<file path="src/hdl/assert_macros.svh">
// Assertion macros shared by the RTL.
// Define ASSERT_OFF to compile every assertion out.
`ifndef ASSERT_MACROS_SVH
`define ASSERT_MACROS_SVH

`ifndef ASSERT_OFF

// Property must hold at every rising clock edge outside reset.
`define ASSERT_CLK(label, clk, rst_n, prop, msg) \
  label: assert property (@(posedge clk) disable iff (!rst_n) prop) else $error(msg);

// Expression must never be true outside reset.
`define ASSERT_NEVER(label, clk, rst_n, expr, msg) \
  `ASSERT_CLK(label, clk, rst_n, !(expr), msg)

`else

`define ASSERT_CLK(label, clk, rst_n, prop, msg)
`define ASSERT_NEVER(label, clk, rst_n, expr, msg)

`endif

`endif

</file>
<file path="src/hdl/ecse_pkg.sv">
`timescale 1ns / 1ps
// ----------------------------------------------------------------------------
// ecse_pkg
// Types and constants shared by the console escape sequence encoder.
// ----------------------------------------------------------------------------
package ecse_pkg;

  localparam int unsigned BIN_W      = 17;              // row/column + 1 needs 17 bits
  localparam int unsigned BCD_DIGITS = 5;
  localparam int unsigned BCD_W      = BCD_DIGITS * 4;
  localparam int unsigned CONV_STEPS = BIN_W;
  localparam int unsigned STEP_W     = $clog2(CONV_STEPS);
  localparam int unsigned CNT_W      = $clog2(BCD_DIGITS + 1);
  localparam int unsigned SEQ_MAX    = 14;
  localparam int unsigned POS_W      = 4;
  localparam int unsigned CFG_IDX_W  = 3;
  localparam int unsigned CFG_DATA_W = 32;

  typedef enum logic [2:0] {
    ACT_CURSOR = 3'd0,
    ACT_COLOUR = 3'd1,
    ACT_ATTR   = 3'd2,
    ACT_CLEAR  = 3'd3,
    ACT_VIS    = 3'd4
  } action_e;

  typedef enum logic [CFG_IDX_W-1:0] {
    CFG_BUFFER_ROOM      = 3'd0,
    CFG_DEFAULT_COLOUR   = 3'd1,
    CFG_BRIGHT_MASK      = 3'd2,
    CFG_BOLD_MASK        = 3'd3,
    CFG_UNDERLINE_MASK   = 3'd4,
    CFG_REVERSE_MASK     = 3'd5,
    CFG_CLEAR_LINE       = 3'd6,
    CFG_CLEAR_SCREEN_END = 3'd7
  } cfg_idx_e;

  typedef struct packed {
    logic [2:0]  action;
    logic [31:0] setting_value;
  } req_t;

  typedef struct packed {
    logic [7:0] text_byte;
    logic       last_byte;
  } result_t;

  // controller -> datapath
  typedef struct packed {
    logic             load;
    logic             step;
    logic             emit;
    logic             last;
    logic [POS_W-1:0] pos;
  } cmd_t;

  // datapath -> controller
  typedef struct packed {
    logic             fits;
    logic [POS_W-1:0] seq_len;
  } sts_t;

endpackage

</file>
<file path="src/hdl/ecse_bcd_conv.sv">
`timescale 1ns / 1ps
// ----------------------------------------------------------------------------
// ecse_bcd_conv
// Binary to BCD converter, shift-and-add-3, one input bit per step.
// ----------------------------------------------------------------------------
module ecse_bcd_conv
  import ecse_pkg::*;
(
  input  logic             clk_i,
  input  logic             load_i,
  input  logic [BIN_W-1:0] bin_i,
  input  logic             step_i,
  output logic [BCD_W-1:0] bcd_o
);

  logic [BIN_W-1:0] bin_q;
  logic [BCD_W-1:0] bcd_q;
  logic [BCD_W-1:0] adj;

  always_comb begin
    for (int k = 0; k < BCD_DIGITS; k++) begin
      if (bcd_q[4*k +: 4] >= 4'd5) begin
        adj[4*k +: 4] = bcd_q[4*k +: 4] + 4'd3;
      end else begin
        adj[4*k +: 4] = bcd_q[4*k +: 4];
      end
    end
  end

  always_ff @(posedge clk_i) begin
    if (load_i) begin
      bin_q <= bin_i;
      bcd_q <= '0;
    end else if (step_i) begin
      bcd_q <= {adj[BCD_W-2:0], bin_q[BIN_W-1]};
      bin_q <= {bin_q[BIN_W-2:0], 1'b0};
    end
  end

  assign bcd_o = bcd_q;

endmodule

</file>
<file path="src/hdl/ecse_dpath.sv">
`timescale 1ns / 1ps
// ----------------------------------------------------------------------------
// ecse_dpath
// Datapath: config registers, request decode, decimal conversion, byte select.
// ----------------------------------------------------------------------------
module ecse_dpath
  import ecse_pkg::*;
(
  input  logic                  clk_i,
  input  logic                  rst_ni,
  input  req_t                  req_i,
  input  cmd_t                  cmd_i,
  output sts_t                  sts_o,
  output result_t               result_o,
  input  logic                  cfg_we_i,
  input  logic [CFG_IDX_W-1:0]  cfg_idx_i,
  input  logic [CFG_DATA_W-1:0] cfg_wdata_i
);

  localparam logic [7:0] CH_ESC  = 8'h1B;
  localparam logic [7:0] CH_LBR  = 8'h5B;  // [
  localparam logic [7:0] CH_SEMI = 8'h3B;  // ;
  localparam logic [7:0] CH_H    = 8'h48;
  localparam logic [7:0] CH_M    = 8'h6D;
  localparam logic [7:0] CH_K    = 8'h4B;
  localparam logic [7:0] CH_J    = 8'h4A;
  localparam logic [7:0] CH_2    = 8'h32;
  localparam logic [7:0] CH_5    = 8'h35;
  localparam logic [7:0] CH_QM   = 8'h3F;  // ?
  localparam logic [7:0] CH_LH   = 8'h68;  // h
  localparam logic [7:0] CH_LL   = 8'h6C;  // l

  typedef enum logic [2:0] {
    FIX_CLR_LINE,
    FIX_CLR_END,
    FIX_CLR_ALL,
    FIX_SHOW,
    FIX_HIDE
  } fix_e;

  // config registers
  logic [7:0]  room_q, dflt_colour_q, bright_mask_q;
  logic [31:0] bold_mask_q, ul_mask_q, rev_mask_q, clr_line_q, clr_end_q;

  always_ff @(posedge clk_i or negedge rst_ni) begin
    if (!rst_ni) begin
      room_q        <= 8'd255;
      dflt_colour_q <= 8'd255;
      bright_mask_q <= 8'd8;
      bold_mask_q   <= 32'd1;
      ul_mask_q     <= 32'd2;
      rev_mask_q    <= 32'd4;
      clr_line_q    <= 32'd1;
      clr_end_q     <= 32'd2;
    end else if (cfg_we_i) begin
      case (cfg_idx_e'(cfg_idx_i))
        CFG_BUFFER_ROOM:      room_q        <= cfg_wdata_i[7:0];
        CFG_DEFAULT_COLOUR:   dflt_colour_q <= cfg_wdata_i[7:0];
        CFG_BRIGHT_MASK:      bright_mask_q <= cfg_wdata_i[7:0];
        CFG_BOLD_MASK:        bold_mask_q   <= cfg_wdata_i;
        CFG_UNDERLINE_MASK:   ul_mask_q     <= cfg_wdata_i;
        CFG_REVERSE_MASK:     rev_mask_q    <= cfg_wdata_i;
        CFG_CLEAR_LINE:       clr_line_q    <= cfg_wdata_i;
        CFG_CLEAR_SCREEN_END: clr_end_q     <= cfg_wdata_i;
        default: ;
      endcase
    end
  end

  function automatic logic [6:0] colour_param(input logic [7:0] c, input logic bg,
                                              input logic [7:0] dflt,
                                              input logic [7:0] bright);
    logic [6:0] base;
    base = bg ? 7'd40 : 7'd30;
    if (c == dflt) begin
      return base + 7'd9;
    end else if ((c & bright) != 8'd0) begin
      return base + 7'd60 + {4'd0, c[2:0]};
    end else begin
      return base + {4'd0, c[2:0]};
    end
  endfunction

  function automatic logic [3:0] bcd_digit(input logic [BCD_W-1:0] bcd,
                                           input logic [CNT_W-1:0] idx);
    logic [3:0] d;
    d = 4'd0;
    for (int k = 0; k < BCD_DIGITS; k++) begin
      if (idx == CNT_W'(k)) d = bcd[4*k +: 4];
    end
    return d;
  endfunction

  // significant digits, at least one
  function automatic logic [CNT_W-1:0] digit_count(input logic [BCD_W-1:0] bcd);
    logic [CNT_W-1:0] n;
    n = CNT_W'(1);
    for (int k = 0; k < BCD_DIGITS; k++) begin
      if (bcd[4*k +: 4] != 4'd0) n = CNT_W'(k + 1);
    end
    return n;
  endfunction

  function automatic logic [POS_W-1:0] fixed_len(input fix_e f);
    logic [POS_W-1:0] n;
    case (f)
      FIX_CLR_LINE, FIX_CLR_END: n = POS_W'(3);
      FIX_CLR_ALL:               n = POS_W'(7);
      default:                   n = POS_W'(6);
    endcase
    return n;
  endfunction

  // tail of a fixed sequence, after the ESC [ prefix
  function automatic logic [7:0] fixed_byte(input fix_e f, input logic [POS_W-1:0] j);
    logic [7:0] b;
    b = CH_ESC;
    case (f)
      FIX_CLR_LINE: b = CH_K;
      FIX_CLR_END:  b = CH_J;
      FIX_CLR_ALL: begin
        case (j)
          4'd0:    b = CH_2;
          4'd1:    b = CH_J;
          4'd2:    b = CH_ESC;
          4'd3:    b = CH_LBR;
          default: b = CH_H;
        endcase
      end
      default: begin
        case (j)
          4'd0:    b = CH_QM;
          4'd1:    b = CH_2;
          4'd2:    b = CH_5;
          default: b = (f == FIX_SHOW) ? CH_LH : CH_LL;
        endcase
      end
    endcase
    return b;
  endfunction

  // request decode
  logic [BIN_W-1:0] a_bin, b_bin, c_bin;
  logic             numeric_d, use_c_d, cursor_d;
  fix_e             fix_d;
  logic [31:0]      v;

  always_comb begin
    v         = req_i.setting_value;
    a_bin     = '0;
    b_bin     = '0;
    c_bin     = '0;
    numeric_d = 1'b0;
    use_c_d   = 1'b0;
    cursor_d  = 1'b0;
    fix_d     = FIX_CLR_LINE;
    case (action_e'(req_i.action))
      ACT_CURSOR: begin
        a_bin     = {1'b0, v[31:16]} + BIN_W'(1);
        b_bin     = {1'b0, v[15:0]} + BIN_W'(1);
        numeric_d = 1'b1;
        cursor_d  = 1'b1;
      end
      ACT_COLOUR: begin
        a_bin     = BIN_W'(colour_param(v[7:0], 1'b0, dflt_colour_q, bright_mask_q));
        b_bin     = BIN_W'(colour_param(v[15:8], 1'b1, dflt_colour_q, bright_mask_q));
        numeric_d = 1'b1;
      end
      ACT_ATTR: begin
        a_bin     = ((v & bold_mask_q) != 32'd0) ? BIN_W'(1) : BIN_W'(22);
        b_bin     = ((v & ul_mask_q) != 32'd0)   ? BIN_W'(4) : BIN_W'(24);
        c_bin     = ((v & rev_mask_q) != 32'd0)  ? BIN_W'(7) : BIN_W'(27);
        numeric_d = 1'b1;
        use_c_d   = 1'b1;
      end
      ACT_CLEAR: begin
        // line code wins when both codes are equal
        if (v == clr_line_q) begin
          fix_d = FIX_CLR_LINE;
        end else if (v == clr_end_q) begin
          fix_d = FIX_CLR_END;
        end else begin
          fix_d = FIX_CLR_ALL;
        end
      end
      ACT_VIS: fix_d = (v != 32'd0) ? FIX_SHOW : FIX_HIDE;
      default: ;
    endcase
  end

  logic numeric_q, use_c_q, cursor_q;
  fix_e fix_q;

  always_ff @(posedge clk_i) begin
    if (cmd_i.load) begin
      numeric_q <= numeric_d;
      use_c_q   <= use_c_d;
      cursor_q  <= cursor_d;
      fix_q     <= fix_d;
    end
  end

  logic [BCD_W-1:0] bcd_a, bcd_b, bcd_c;

  ecse_bcd_conv u_conv_a (
    .clk_i  (clk_i),
    .load_i (cmd_i.load),
    .bin_i  (a_bin),
    .step_i (cmd_i.step),
    .bcd_o  (bcd_a)
  );

  ecse_bcd_conv u_conv_b (
    .clk_i  (clk_i),
    .load_i (cmd_i.load),
    .bin_i  (b_bin),
    .step_i (cmd_i.step),
    .bcd_o  (bcd_b)
  );

  ecse_bcd_conv u_conv_c (
    .clk_i  (clk_i),
    .load_i (cmd_i.load),
    .bin_i  (c_bin),
    .step_i (cmd_i.step),
    .bcd_o  (bcd_c)
  );

  // sequence layout: ESC [ A ; B [; C] term
  logic [CNT_W-1:0] da, db, dc;
  logic [POS_W-1:0] a_end, b_end, c_end, num_len, j;
  logic [7:0]       term, num_txt, text_byte_d;

  always_comb begin
    da      = digit_count(bcd_a);
    db      = digit_count(bcd_b);
    dc      = use_c_q ? digit_count(bcd_c) : CNT_W'(0);
    a_end   = POS_W'(da);
    b_end   = a_end + POS_W'(1) + POS_W'(db);
    c_end   = b_end + POS_W'(1) + POS_W'(dc);
    num_len = use_c_q ? c_end + POS_W'(3) : b_end + POS_W'(3);
    term    = cursor_q ? CH_H : CH_M;
    j       = cmd_i.pos - POS_W'(2);

    if (j < a_end) begin
      num_txt = {4'h3, bcd_digit(bcd_a, CNT_W'(a_end - POS_W'(1) - j))};
    end else if (j == a_end) begin
      num_txt = CH_SEMI;
    end else if (j < b_end) begin
      num_txt = {4'h3, bcd_digit(bcd_b, CNT_W'(b_end - POS_W'(1) - j))};
    end else if (use_c_q && (j == b_end)) begin
      num_txt = CH_SEMI;
    end else if (use_c_q && (j < c_end)) begin
      num_txt = {4'h3, bcd_digit(bcd_c, CNT_W'(c_end - POS_W'(1) - j))};
    end else begin
      num_txt = term;
    end

    if (cmd_i.pos == POS_W'(0)) begin
      text_byte_d = CH_ESC;
    end else if (cmd_i.pos == POS_W'(1)) begin
      text_byte_d = CH_LBR;
    end else if (numeric_q) begin
      text_byte_d = num_txt;
    end else begin
      text_byte_d = fixed_byte(fix_q, j);
    end
  end

  assign sts_o.seq_len = numeric_q ? num_len : fixed_len(fix_q);
  assign sts_o.fits    = 8'(sts_o.seq_len) < room_q;

  result_t result_q;

  always_ff @(posedge clk_i) begin
    if (cmd_i.emit) begin
      result_q.text_byte <= text_byte_d;
      result_q.last_byte <= cmd_i.last;
    end
  end

  assign result_o = result_q;

endmodule

</file>
<file path="src/hdl/ecse_ctrl.sv">
`timescale 1ns / 1ps
`include "assert_macros.svh"
// ----------------------------------------------------------------------------
// ecse_ctrl
// Controller: accepts requests, runs conversion, checks room, streams bytes.
// ----------------------------------------------------------------------------
module ecse_ctrl
  import ecse_pkg::*;
(
  input  logic       clk_i,
  input  logic       rst_ni,
  input  logic       start_i,
  input  logic [2:0] action_i,
  output logic       busy_o,
  output cmd_t       cmd_o,
  input  sts_t       sts_i,
  output logic       strobe_o
);

  typedef enum logic [1:0] {
    ST_IDLE,
    ST_CONV,
    ST_CHECK,
    ST_EMIT
  } state_e;

  state_e            state_q, state_d;
  logic [STEP_W-1:0] step_q, step_d;
  logic [POS_W-1:0]  pos_q, pos_d;
  logic              strobe_q, strobe_d;
  logic              act_ok, last;

  assign busy_o = (state_q != ST_IDLE);
  assign act_ok = action_e'(action_i) inside {ACT_CURSOR, ACT_COLOUR, ACT_ATTR,
                                              ACT_CLEAR, ACT_VIS};
  assign last   = (pos_q == sts_i.seq_len - POS_W'(1));

  always_comb begin
    state_d    = state_q;
    step_d     = step_q;
    pos_d      = pos_q;
    cmd_o      = '0;
    cmd_o.pos  = pos_q;
    cmd_o.last = last;
    case (state_q)
      ST_IDLE: begin
        // unknown actions are taken and dropped here
        if (start_i && act_ok) begin
          cmd_o.load = 1'b1;
          step_d     = '0;
          state_d    = ST_CONV;
        end
      end
      ST_CONV: begin
        cmd_o.step = 1'b1;
        if (step_q == STEP_W'(CONV_STEPS - 1)) begin
          state_d = ST_CHECK;
        end else begin
          step_d = step_q + STEP_W'(1);
        end
      end
      ST_CHECK: begin
        pos_d   = '0;
        state_d = sts_i.fits ? ST_EMIT : ST_IDLE;
      end
      ST_EMIT: begin
        cmd_o.emit = 1'b1;
        if (last) begin
          state_d = ST_IDLE;
        end else begin
          pos_d = pos_q + POS_W'(1);
        end
      end
      default: state_d = ST_IDLE;
    endcase
    strobe_d = cmd_o.emit;
  end

  always_ff @(posedge clk_i or negedge rst_ni) begin
    if (!rst_ni) begin
      state_q  <= ST_IDLE;
      step_q   <= '0;
      pos_q    <= '0;
      strobe_q <= 1'b0;
    end else begin
      state_q  <= state_d;
      step_q   <= step_d;
      pos_q    <= pos_d;
      strobe_q <= strobe_d;
    end
  end

  assign strobe_o = strobe_q;

  `ASSERT_CLK(a_strobe_after_emit, clk_i, rst_ni, strobe_q |-> $past(state_q == ST_EMIT), "strobe without emit cycle")
  `ASSERT_CLK(a_last_ends_emit, clk_i, rst_ni, (state_q == ST_EMIT && last) |=> (state_q == ST_IDLE), "emit did not stop at last byte")
  `ASSERT_CLK(a_pos_in_range, clk_i, rst_ni, (state_q == ST_EMIT) |-> (pos_q < POS_W'(SEQ_MAX)), "byte position beyond sequence limit")
  `ASSERT_NEVER(a_no_strobe_in_conv, clk_i, rst_ni, (state_q == ST_CONV) && strobe_q, "strobe during conversion")

endmodule

</file>
<file path="src/hdl/console_escape_sequence_encoder.sv">
`timescale 1ns / 1ps
// ----------------------------------------------------------------------------
// console_escape_sequence_encoder
// Turns one console setting request into an ECMA-48 escape sequence, one
// ASCII byte per result, last byte flagged.
// ----------------------------------------------------------------------------
//  channel   | handshake                     | payload
//  ----------+-------------------------------+------------------------------
//  request   | start & !busy                 | req_i   (action, setting_value)
//  result    | result_strobe_o, one cycle    | result_o (text_byte, last_byte)
//  config    | cfg_we_i                      | cfg_idx_i, cfg_wdata_i
//
// A request runs the bit-serial BCD converters, then a room check, then emits
// the L bytes of the sequence one at a time, L up to 14. Results trail the
// byte selection by one register stage. Unknown actions are taken without
// raising busy; dropped sequences end after the room check. Reset is
// asynchronous and restores config defaults.
// The receiver cannot stall: every strobed result is a finished transaction.
// ----------------------------------------------------------------------------
module console_escape_sequence_encoder
  import ecse_pkg::*;
(
  input  logic                  clk_i,
  input  logic                  rst_ni,
  input  logic                  start,
  output logic                  busy,
  input  req_t                  req_i,
  output logic                  result_strobe_o,
  output result_t               result_o,
  input  logic                  cfg_we_i,
  input  logic [CFG_IDX_W-1:0]  cfg_idx_i,
  input  logic [CFG_DATA_W-1:0] cfg_wdata_i
);

  cmd_t cmd;
  sts_t sts;

  ecse_ctrl u_ctrl (
    .clk_i    (clk_i),
    .rst_ni   (rst_ni),
    .start_i  (start),
    .action_i (req_i.action),
    .busy_o   (busy),
    .cmd_o    (cmd),
    .sts_i    (sts),
    .strobe_o (result_strobe_o)
  );

  ecse_dpath u_dpath (
    .clk_i       (clk_i),
    .rst_ni      (rst_ni),
    .req_i       (req_i),
    .cmd_i       (cmd),
    .sts_o       (sts),
    .result_o    (result_o),
    .cfg_we_i    (cfg_we_i),
    .cfg_idx_i   (cfg_idx_i),
    .cfg_wdata_i (cfg_wdata_i)
  );

endmodule
</file>
<file path="config.mk">
export PLATFORM = sky130hd
export DESIGN_NAME = console_escape_sequence_encoder
export DESIGN_NICKNAME = d
export VERILOG_FILES = /design/src/hdl/ecse_pkg.sv /design/src/hdl/ecse_bcd_conv.sv /design/src/hdl/ecse_dpath.sv /design/src/hdl/ecse_ctrl.sv /design/src/hdl/console_escape_sequence_encoder.sv
export VERILOG_INCLUDE_DIRS = /design/src /design/src/hdl
export SDC_FILE = /design/constraint.sdc
export NUM_CORES = 1
export LEC_CHECK = 0
export BUFFER_PORTS_ARGS = -buffer_cell sky130_fd_sc_hd__buf_2
export CAP_MARGIN = 10
export CELL_PAD_IN_SITES_DETAIL_PLACEMENT = 1
export CELL_PAD_IN_SITES_GLOBAL_PLACEMENT = 2
export CORE_ASPECT_RATIO = 1.2
export CORE_MARGIN = 5
export CORE_UTILIZATION = 44
export DETAILED_ROUTE_END_ITERATION = 6
export HOLD_SLACK_MARGIN = 0.12
export PLACE_DENSITY_LB_ADDON = 0.08
export SLEW_MARGIN = 25
export SYNTH_ARGS = -nofsm -noshare
export SYNTH_HDL_FRONTEND = slang
export SYNTH_SLANG_ARGS = --single-unit
</file>
<file path="constraint.sdc">
create_clock -name clk_i -period 7.03 [get_ports clk_i]
set_clock_uncertainty 0.15 [all_clocks]
set_input_delay 0.703 -clock clk_i [delete_from_list [all_inputs] [get_ports clk_i]]
set_output_delay 0.703 -clock clk_i [all_outputs]
set_load 0.02 [all_outputs]
</file>
==> metrics.md, run 1 <==
| Metric | Value |
|---|---|
| Fill cells | 4318 |
| Dpl hpwl | ~39000 um |
| Clock latency on the worst-skew pair | between 0.5 and 0.6 ns |
| Tightest Pin Transition | about 0.99 ns |
| Status | completed |
| Area delta synth->final | 11.97% |
| Sequential share of the synthesized area | 0.4624 |
| FF+latch count, synth | 321 |
| Routed vias | ~13000 |
| CTS Buffer Depth | 3 |
| Most common cell after layout, fill and taps aside | mux2_2 |
| Overall power | between 10 and 15 mW |
| CTS Buf Count | 37 |
| Port bufs | 83 |
| Initial antenna violation count | 0 |
| RSZ-0062 raised after global routing | no |
| CP Data Arrival Time | approximately 5.5 ns |
| Setup TNS | 0 ns |
| Htree depth | 2 |
| F_max | ~190 MHz |
| Die area | ~44000 um^2 |
| Post-synthesis cell count | approximately 1700 |
| EDFF count, synth | 65 |
| Max_slew headroom | 0.3311 |
| Final Cycle Share | 0.7495 |
| Initial Util | 0.4422 |
| Clock root buffer | clkbuf_16 |
| # diodes | 0 |
| Post-Syn Nets | ~1800 |
| Number of remaining DRC errors | 0 |
| Post-synthesis cell area | approximately 17000 um^2 |
| GRT Residual Overflow | 0 |
| Initial DRC count | 629 |
| Leakage power | between 7 and 8 nW |
| Gr busiest metal | met2 |
| Final Max Tran Viols | 0 |
| Final Setup Violations | 0 |
| Finished Layout Cells | ~2300 |
| CP max FO | 5 |
| P per Cell Area | 548.6 nW/um^2 |
| CTS tree | yes |
| Post-route ant nets | 0 |
| Mean Syn Cell Area | between 10 and 15 um^2 |
| Reg area | 8085 um^2 |
| Async SR Flop Fraction | 0.6106 |
| CTS sink count | around 320 |
| Core ar. | around 40000 um^2 |
| Fin nets | approximately 1900 |
| Main synth FF type | dfrtp_1 |
| Die Y | between 200 and 250 um |
| Routability cong. | 0.8284 |
| Number of global-route vias before repair | approximately 14000 |
| Minimum clock period | between 5 and 6 ns |
| Largest net degree at the start of global routing | approximately 130 |
| Placed cell count | about 2200 |
| Critical Path End Type | flip-flop |
| Die W | about 190 um |
| Peak VDD IR | around 470 uV |
| PostCTS Resize Cnt | 0 |
| Tot GR Track Use | 0.2478 |
| Crit Path Category | reg2reg |
| CP required | ~7.3 ns |
| Maxcap violations | 0 |
| Drt wl/cell | about 24 um |
| Worst min-delay path class | reg2reg |
| First-pass GRT wire length | around 84000 um |
| Clk pin slew, worst setup/hold paths | about 0.06 ns |
| Met2 usage | 0.4609 |
| Yosys warnings | 0 |
| Boundary Pins | 85 |
| Multi-input gate area | about 9000 um^2 |
| DRT Pass-1 Iters | 5 |
| Layout cells sized above 1 | 0.2252 |
| Via-per-instance ratio | about 5.8 |
| Most frequent cells in the layout | mux2_2, dfrtp_1, nand2_1, o21ai_0, xor2_1 |
| M1 GR Usage | 0.2842 |
| Total wire length | about 54000 um |
| Distinct cells, synth | between 70 and 80 |
| Met3 GRT Util | 0.02826 |
| Critical Path Source Type | flip-flop |
| Placement Rows | 80 |
| Final hold violations | 0 |
-- final timing paths --
kind | from | end | slack, ns | cells after the start
worst min-delay path | u_dpath.u_conv_b.bin_q[16]$_DFFE_PP_ | u_dpath.u_conv_b.bcd_o[0]$_SDFFE_PP0P_ | 0.31 | 2
worst min register to register | u_dpath.u_conv_b.bin_q[16]$_DFFE_PP_ | u_dpath.u_conv_b.bcd_o[0]$_SDFFE_PP0P_ | 0.31 | 2
max in group asynchronous | rst_ni | u_dpath.clr_line_q[30]$_DFFE_PN0P_ | 4.48 | 4
min in group asynchronous | rst_ni | u_ctrl.pos_q[3]$_DFFE_PN0P_ | 0.51 | 2
worst max-delay path | u_dpath.u_conv_a.bcd_o[4]$_SDFFE_PP0P_ | u_ctrl.pos_q[3]$_DFFE_PN0P_ | 1.76 | 19
worst max register to register | u_dpath.u_conv_a.bcd_o[4]$_SDFFE_PP0P_ | u_ctrl.pos_q[3]$_DFFE_PN0P_ | 1.76 | 19
-- worst max-delay path: stages (launching register included) --
cell and delay (ns):
dfxtp_1 0.34, inv_1 0.10, ha_1 0.21, nor3b_1 0.36
o21ai_0 0.16, nand2_1 0.14, inv_1 0.06, ha_1 0.22
fa_1 0.61, inv_1 0.14, fa_1 0.62, mux2i_1 0.11
ha_1 0.27, nand2b_1 0.16, mux2_2 0.31, a31o_2 0.26
xnor2_1 0.13, nor3_1 0.45, a2111o_1 0.24, o221ai_1 0.10
-- per-layer routing --
layer | part of all wire | vias to the layer above
met5 | 0 | -
met4 | 0.047 | 0
met3 | 0.025 | 128
met2 | 0.53 | 228
met1 | 0.39 | 6736
li1 | - | 6046
-- power by group --
part / switching, mW / internal, mW
Sequential: 0.438 / 2.63
Clock: 0.796 / 1.14
Combinational: 3.40 / 2.34
-- kinds of logic (layout without fill, tap and decap cells) --
| logic type | Yosys count | after routing | share of synthesized area |
|---|---|---|---|
| AND/OR/NAND/NOR | 432 | 432 | 0.1222 |
| AO/OA/AOI/OAI | 321 | 321 | 0.1149 |
| flip-flops | 321 | 321 | 0.4624 |
| multiplexers | 201 | 201 | 0.1342 |
| buffers and inverters | 163 | 232 | 0.03571 |
| XOR/XNOR | 151 | 151 | 0.07606 |
| adder cells (fa/ha/maj) | 73 | 73 | 0.05424 |
| other | 1 | 1 | 0.0002145 |
-- final cells by class --
type | instances | area share
clock buffer | 45 | 0.05144
sequential | 321 | 0.4130
timing repair buffer | 97 | 0.02825
tap | 533 | 0.03406
inverter | 68 | 0.01304
multi-input combinational | 1179 | 0.4498
clock inverter | 22 | 0.01048
-- Yosys cell counts, drive strengths merged, types with 10 or more instances --
cell | number | area [um^2]
o21ai | 112 | 560.5
a221oi | 11 | 96.34
a31oi | 10 | 62.56
edfxtp | 65 | 1952
nor2b | 11 | 68.82
ha | 67 | 838.3
and2 | 12 | 75.07
nand2b | 20 | 125.1
xnor2 | 56 | 498.0
buf | 19 | 83.83
inv | 68 | 255.2
dfrtp | 174 | 4354
nor2 | 83 | 311.6
a21oi | 70 | 350.3
nand3 | 86 | 430.4
nand2 | 113 | 424.2
nor3b | 13 | 102.6
clkbuf | 76 | 285.3
and3 | 11 | 68.82
dfstp | 22 | 578.1
nand4 | 27 | 168.9
xor2 | 95 | 832.1
nor3 | 13 | 65.06
nor4 | 23 | 143.9
a22oi | 49 | 367.9
mux2 | 185 | 2083
dfxtp | 60 | 1201
-- timing repair --
item,in CTS,in global routing
setup buffers,0,0
hold endpoints to repair,0,42
hold buffers,0,1
-- flip-flops by register name, summed over array words and instances, names as in the netlist, 17 cells and up --
signal and flops:
u_dpath.u_conv_c.bin_q 17, u_dpath.u_conv_b.bcd_o 20, u_dpath.u_conv_b.bin_q 17, u_dpath.u_conv_c.bcd_o 20
u_dpath.rev_mask_q 32, u_dpath.u_conv_a.bcd_o 20, u_dpath.bold_mask_q 32, u_dpath.clr_line_q 32
u_dpath.ul_mask_q 32, u_dpath.clr_end_q 32, u_dpath.u_conv_a.bin_q 17
-- stage by stage --
stage                     hold WS, ns  area [um^2]    util  setup WS [ns]
after global placement         0.2759        18320  0.4634          1.901
final                          0.3093        19580  0.4952          1.761
after floorplan                0.2574        17490       -          2.425
after CTS                      0.2042        19540  0.4941          1.710
after detailed placement       0.3034        18320  0.4634          1.716
after global routing           0.3202        19580  0.4952          1.472
No activity file was read; power rests on OpenSTA's default activity.
==> inputs of run 2 (changes only) <==
CORE_UTILIZATION = 37   (was 44)
clock period = 4.53 ns   (was 7.03 ns; I/O delays follow)
==> metrics.md, run 2 (synthesized netlist as in run 1, its figures left out) <==
| Metric | Value |
|---|---|
| CTS Buffer Depth | 3 (unchanged) |
| CP Data Arrival Time | 4.79 ns (-0.72 ns) |
| R2R cell count | 20 (+1) |
| CTS Buf Count | 38 (+2.7%) |
| Die area | 51720 um^2 (+18%) |
| Critical Path End Type | flip-flop |
| Final Setup Violations | 0 (unchanged) |
| Placement Rows | 87 (+8.8%) |
| F_max | 223.3 MHz (+18%) |
| Largest net degree at the start of global routing | 80 (-36%) |
| Die Y | 248.1 um (+8.7%) |
| Crit-path slowest cell | fa_2 |
| Total wire length | 57570 um (+6.1%) |
| P per Cell Area | 904.8 nW/um^2 (+65%) |
| Slowest stage delay, CP | 0.61 ns (about the same) |
| CP required | 4.84 ns (-2.44 ns) |
| Crit Path Category | reg2reg |
| Peak VDD IR | 826.9 uV (+74%) |
| Initial Util | 0.3727 (-0.06955) |
| Tot GR Track Use | 0.2210 (-0.02683) |
| CTS sink count | 321 (unchanged) |
| Most frequent CP cell | inv_2 |
| Final Cycle Share | 0.9888 (+0.2393) |
| Tightest Pin Transition | 0.9527 ns (-0.04157 ns) |
| Final hold violations | 0 (unchanged) |
| Hold path depth | 2 (unchanged) |
| Die W | 208.5 um (+8.6%) |
| Clock root buffer | clkbuf_16 |
| Maxcap violations | 0 (unchanged) |
| Fin nets | 1958 (+5.8%) |
| Clk pin slew, worst setup/hold paths | 0.06 ns (about the same) |
| Final cell utilization of the core | 0.4457 (-0.04945) |
| CTS tree | yes |
| Most common cell after layout, fill and taps aside | mux2_2 |
| Most frequent cells in the layout | mux2_2, dfrtp_1, nand2_1, o21ai_0, xor2_1 |
| CP max FO | 4 (-1) |
| Hold Path Sink | u_dpath.bold_mask_q[6]$_DFFE_PN0P_ |
| Status | completed |
| Finished Layout Cells | 2465 (+8.8%) |
| Crit path cell chain | inv_2 > ha_4 > nor3b_4 > o21ai_2 > nand2_2 > inv_2 > ha_4 > fa_1 > inv_2 > fa_2 > mux2i_1 > ha_2 > nand2b_4 > mux2_4 > a31o_4 > xnor2_2 > nor3_1 > buf_4 > a2111o_1 > o221ai_2 |
| Critical Path Source Type | flip-flop |
| DRT Pass-1 Iters | 5 (unchanged) |
| Number of global-route vias before repair | 14460 (+1.6%) |
| Clock latency on the worst-skew pair | 0.57 ns (+0.03 ns) |
| First-pass GRT wire length | 87840 um (+4.0%) |
| Number of remaining DRC errors | 0 (unchanged) |
| Layout cells sized above 1 | 0.2797 (+0.05457) |
| Final Max Tran Viols | 0 (unchanged) |
| Post-route ant nets | 0 (unchanged) |
| HP Start | cfg_wdata_i[6] |
| Boundary Pins | 85 (unchanged) |
| Minimum clock period | 4.479 ns (-0.7898 ns) |
| Placed cell count | 2362 (+7.6%) |
| Reg2reg start | u_dpath.u_conv_a.bcd_o[5]$_SDFFE_PP0P_ |
| Routability cong. | 0.8022 (-3.2%) |
| CP top delay family | adder cells |
| Area delta synth->final | 19.60% |
| GRT Residual Overflow | 0 (unchanged) |
| Port bufs | 83 (unchanged) |
| Core ar. | 46920 um^2 (+19%) |
| Worst min-delay path class | in2reg |
| Routed vias | 13410 (+2.0%) |
| Max_slew headroom | 0.3590 (+0.02797) |
| Drt wl/cell | 23.35 um (-2.5%) |
| RSZ-0062 raised after global routing | yes |
| Reg2Reg Capture Point | u_ctrl.pos_q[3]$_DFFE_PN0P_ |
| Initial antenna violation count | 0 (unchanged) |
| Via-per-instance ratio | 5.439 (-6.2%) |
| Initial DRC count | 500 (-21%) |
| Leakage power | 8.578 nW (+7.5%) |
| Buffers and inverters on the worst path | 4 (+1) |
| R2R setup slack | 0.05 ns (-1.71 ns) |
| Htree depth | 2 (unchanged) |
| Overall power | 18.92 mW (+76%) |
| Setup TNS | 0 ns (unchanged) |
| Dpl hpwl | 41400 um (+7.4%) |
## run 2: cell count changes in the layout (fill, tap and decap cells not counted), moves of 7 or more
| cell | change |
|---|---|
| buf_4 | +80 |
| dlygate4sd3_1 | +26 |
| inv_1 | -10 |
| inv_2 | +10 |
| clkinv_2 | -8 |
| ha_1 | -7 |
## run 2: worst max path at each step
stage                                            startpoint                       endpoint  slack [ns]  depth (start not counted)
floorplan           u_dpath.u_conv_a.bcd_o[16]$_SDFFE_PP0P_    u_ctrl.pos_q[2]$_DFFE_PN0P_        0.02                         17
global placement     u_dpath.u_conv_a.bcd_o[4]$_SDFFE_PP0P_    u_ctrl.pos_q[2]$_DFFE_PN0P_       -0.16                         19
detailed placement   u_dpath.u_conv_a.bcd_o[4]$_SDFFE_PP0P_    u_ctrl.pos_q[2]$_DFFE_PN0P_       -0.25                         19
CTS                 u_dpath.u_conv_a.bcd_o[16]$_SDFFE_PP0P_  u_ctrl.state_q[0]$_DFFE_PN0P_       0.007                         19
global route         u_dpath.u_conv_a.bcd_o[5]$_SDFFE_PP0P_    u_ctrl.pos_q[2]$_DFFE_PN0P_       -0.11                         19
finish               u_dpath.u_conv_a.bcd_o[5]$_SDFFE_PP0P_    u_ctrl.pos_q[3]$_DFFE_PN0P_        0.05                         20
## run 2: final cells by class
class	count	area, um^2
tap	623	779.5
sequential	321	8089
fill	5056	26000
multi-input combinational	1179	9075
clock inverter	13	162.7
antenna	1	2.502
inverter	68	255.2
clock buffer	56	1132
timing repair buffer	204	1416
## run 2: where the power goes
group	total (mW)	internal, mW	leakage [nW]	switching (mW)
clock	3.21	1.92	0.630	1.29
sequential	4.68	4.08	3.45	0.600
combinational	11.0	5.09	4.49	5.95
total	18.9	11.1	8.58	7.84
## run 2: layer usage
layer,GRT usage,wire length [um],vias up
met5,0,0,-
met4,0.09874,2796,0
met3,0.03262,1910,121
met2,0.4192,30490,230
met1,0.2447,22370,6777
li1,-,-,6278
## run 2: metrics by stage
step,cell area (um^2),worst slack (ns),hold slack [ns]
final,20910,0.05073,0.2203
after global routing,20910,-0.1063,0.1904
after CTS,20770,0.006743,0.1794
after detailed placement,19030,-0.2516,0.2928
after global placement,19030,-0.1579,0.2909
after floorplan,17500,0.02422,0.007409
## run 2: repair_timing
item | 4_1_cts | 5_1_grt
endpoints found under the setup margin | 13 | 9
hold buffers | 27 | 0
pin swaps | 13 | 22
hold endpoints to repair | 176 | 0
resized for setup | 44 | 22
buffers inserted | 2 | 4
==> inputs of run 3 (changes only) <==
CORE_UTILIZATION = 38   (was 37)
SYNTH_HIERARCHICAL = 1   (was default)
==> metrics.md, run 3 <==
| Metric | Value |
|---|---|
| Top-count cell post-synth | mux2_2 |
| R2R cell count | 20 (unchanged) |
| Dpl hpwl | 42110 um (+1.7%) |
| Most frequent cells in the layout | mux2_2, dfrtp_1, buf_4, inv_1, xor2_1 |
| Mean Syn Cell Area | 10.76 um^2 (+2.4%) |
| Clk pin slew, worst setup/hold paths | 0.06 ns (about the same) |
| Minimum clock period | 4.431 ns (-0.04808 ns) |
| Number of remaining DRC errors | 0 (unchanged) |
| Peak VDD IR | 298.2 uV (-64%) |
| Die Y | 250.3 um (+0.87%) |
| R2R setup slack | 0.1 ns (+0.05 ns) |
| Tot GR Track Use | 0.2204 (-0.0005712) |
| Number of global-route vias before repair | 15000 (+3.7%) |
| Leakage power | 8.770 nW (+2.2%) |
| Critical Path Source Type | flip-flop |
| Initial DRC count | 748 (+50%) |
| Boundary Pins | 85 (unchanged) |
| P per Cell Area | 699.3 nW/um^2 (-23%) |
| CTS tree | yes |
| Hold path depth | 2 (unchanged) |
| Finished Layout Cells | 2520 (+2.2%) |
| Layout cells sized above 1 | 0.3079 (+0.02820) |
| GRT Residual Overflow | 0 (unchanged) |
| Placed cell count | 2417 (+2.3%) |
| Setup TNS | 0 ns (unchanged) |
| Yosys warnings | 6 (+6) |
| Die W | 210.3 um (+0.87%) |
| Core ar. | 47900 um^2 (+2.1%) |
| RSZ-0062 raised after global routing | yes |
| Htree depth | 2 (unchanged) |
| DRT Pass-1 Iters | 4 (-1) |
| Multi-input gate area | 9575 um^2 (+5.5%) |
| Total wire length | 58970 um (+2.4%) |
| Final Setup Violations | 0 (unchanged) |
| Hold Path Sink | u_dpath/bold_mask_q[27]$_DFFE_PN0P_ |
| Final Max Tran Viols | 0 (unchanged) |
| Post-synth top area share | 0.2381 (-0.01090) |
| FF+latch count, synth | 321 (unchanged) |
| # diodes | 0 (-1) |
| CP required | 4.67 ns (-0.17 ns) |
| Post-synthesis cell count | 1699 (+2.2%) |
| Reg2reg start | u_dpath/u_conv_a/bcd_o[8]$_SDFFE_PP0P_ |
| Port bufs | 83 (unchanged) |
| Async SR Flop Fraction | 0.6106 (unchanged) |
| Reg area | 8088 um^2 (about the same) |
| Reg2Reg Capture Point | u_dpath/result_o[1]$_SDFFCE_PP1P_ |
| Initial Util | 0.3818 (+0.009096) |
| CP max FO | 5 (+1) |
| Routability cong. | 0.8261 (+3.0%) |
| Drt wl/cell | 23.40 um (+0.20%) |
| Placement Rows | 88 (+1.1%) |
| HP Start | cfg_wdata_i[27] |
| CTS sink count | 321 (unchanged) |
| Routed vias | 14070 (+5.0%) |
| Clock root buffer | clkbuf_16 |
| Overall power | 15.09 mW (-20%) |
| F_max | 225.7 MHz (+1.1%) |
| Max_slew headroom | 0.3757 (+0.01668) |
| EDFF count, synth | 65 (unchanged) |
| Most common cell after layout, fill and taps aside | mux2_2 |
| Critical Path End Type | flip-flop |
| Via-per-instance ratio | 5.585 (+2.7%) |
| Final hold violations | 0 (unchanged) |
| Maxcap violations | 0 (unchanged) |
| Area delta synth->final | 17.97% |
| Dominant cell type by area after synthesis | dfrtp_1 |
| Area contributors post-synth | dfrtp_1, mux2_2, edfxtp_1 |
| Status | completed |
| First-pass GRT wire length | 90570 um (+3.1%) |
| Post-route ant nets | 0 (unchanged) |
| Distinct cells, synth | 79 (+9.7%) |
| Post-synthesis cell area | 18290 um^2 (+4.6%) |
| CP Data Arrival Time | 4.57 ns (-0.22 ns) |
| Clock latency on the worst-skew pair | 0.56 ns (about the same) |
| Fin nets | 2001 (+2.2%) |
| Die area | 52630 um^2 (+1.7%) |
| Synth cell count leaders | mux2_2, dfrtp_1, inv_1 |
| Final Cycle Share | 0.9782 (-0.01061) |
| Sequential share of the synthesized area | 0.4421 (-0.02025) |
| Tightest Pin Transition | 0.9279 ns (-0.02480 ns) |
| Fill cells | 5197 (+2.8%) |
| Largest net degree at the start of global routing | 102 (+28%) |
| Crit Path Category | reg2reg |
| CTS Buffer Depth | 3 (unchanged) |
| Worst min-delay path class | in2reg |
| Main synth FF type | dfrtp_1 |
| CTS Buf Count | 39 (+2.6%) |
| Initial antenna violation count | 1 (+1) |
run 3: cell types whose count changed after synthesis, moves of 26 or more:
cell     change
buf_2       +28
inv_1       +28
mux2_2      +44
nand3_1     -38
o21ai_0     -40
xnor2_1     -26
run 3: timing repair:
action	in CTS	in global routing
buffers inserted	2	3
resized for setup	11	29
pin swaps	6	18
endpoints found under the hold margin	186	0
endpoints found under the setup margin	10	13
hold buffers	26	0
run 3: worst max-delay path: stages (launching register included):
cell and delay (ns):
dfxtp_1 0.30, or4_1 0.51, o21ai_1 0.13, nand2_1 0.09, inv_2 0.08, ha_4 0.14
fa_2 0.46, inv_2 0.09, buf_4 0.10, ha_1 0.21, a21o_1 0.17, a21o_1 0.18
xnor2_1 0.14, ha_1 0.33, nand2_1 0.10, o2111ai_2 0.13, buf_6 0.16, a211o_1 0.25
a211oi_2 0.24, a211oi_1 0.07, a2bb2oi_1 0.14
run 3: final cells by class:
cell class,instances,area share
timing repair buffer,209,0.06804
tap,630,0.03654
clock buffer,59,0.05249
clock inverter,13,0.007134
sequential,321,0.3749
inverter,97,0.01699
multi-input combinational,1191,0.4439
run 3: cell families (layout without fill, tap and decap cells):
logic type / Yosys count / in the layout / share of synthesized area
other cells: 1 / 13 / 0.0002051
simple gates: 415 / 415 / 0.1227
fa+ha+maj: 68 / 68 / 0.04858
compound gates: 327 / 327 / 0.1251
xor+xnor: 124 / 124 / 0.06028
mux: 244 / 244 / 0.1547
flops: 321 / 321 / 0.4421
buf+inv: 199 / 378 / 0.04625
run 3: worst max path at each step:
| stage | depth (start not counted) | startpoint | to | slack, ns |
|---|---|---|---|---|
| 2_1_floorplan | 15 | u_dpath/u_conv_a/bcd_o[8]$_SDFFE_PP0P_ | u_dpath/result_o[4]$_SDFFCE_PP1P_ | 0.04 |
| 3_3_place_gp | 18 | u_dpath/u_conv_a/bcd_o[4]$_SDFFE_PP0P_ | u_ctrl/pos_q[1]$_DFFE_PN0P_ | -0.07 |
| 3_5_place_dp | 18 | u_dpath/u_conv_a/bcd_o[4]$_SDFFE_PP0P_ | u_dpath/result_o[4]$_SDFFCE_PP1P_ | -0.18 |
| 4_1_cts | 20 | u_dpath/u_conv_b/bcd_o[8]$_SDFFE_PP0P_ | u_dpath/result_o[1]$_SDFFCE_PP1P_ | 0.008 |
| 5_1_grt | 20 | u_dpath/u_conv_a/bcd_o[9]$_SDFFE_PP0P_ | u_dpath/result_o[1]$_SDFFCE_PP1P_ | -0.08 |
| 6_report | 20 | u_dpath/u_conv_a/bcd_o[8]$_SDFFE_PP0P_ | u_dpath/result_o[1]$_SDFFCE_PP1P_ | 0.1 |
run 3: power breakdown:
part	internal [mW]	leakage (nW)	total (mW)	switching [mW]
clock network	1.90	0.626	3.17	1.27
registers	4.01	3.44	4.60	0.591
logic	3.31	4.70	7.31	4.00
total	9.22	8.77	15.1	5.86
run 3: routing by layer:
metal	wire [um]	global-route usage	up-vias
li1	-	-	6546
met1	23980	0.2596	7225
met2	31120	0.4077	204
met3	1619	0.03044	97
met5	16	0	-
met4	2229	0.07665	2
run 3: per-stage QoR:
stage          area [um^2]    util  hold slack (ns)  worst slack [ns]
2_1_floorplan        18330       -         0.007409           0.04350
3_3_place_gp         19820  0.4138           0.3187          -0.07052
3_5_place_dp         19820  0.4138           0.3444           -0.1779
4_1_cts              21430  0.4475           0.1251          0.007981
5_1_grt              21570  0.4504           0.1281          -0.08172
6_report             21570  0.4504           0.1358           0.09880
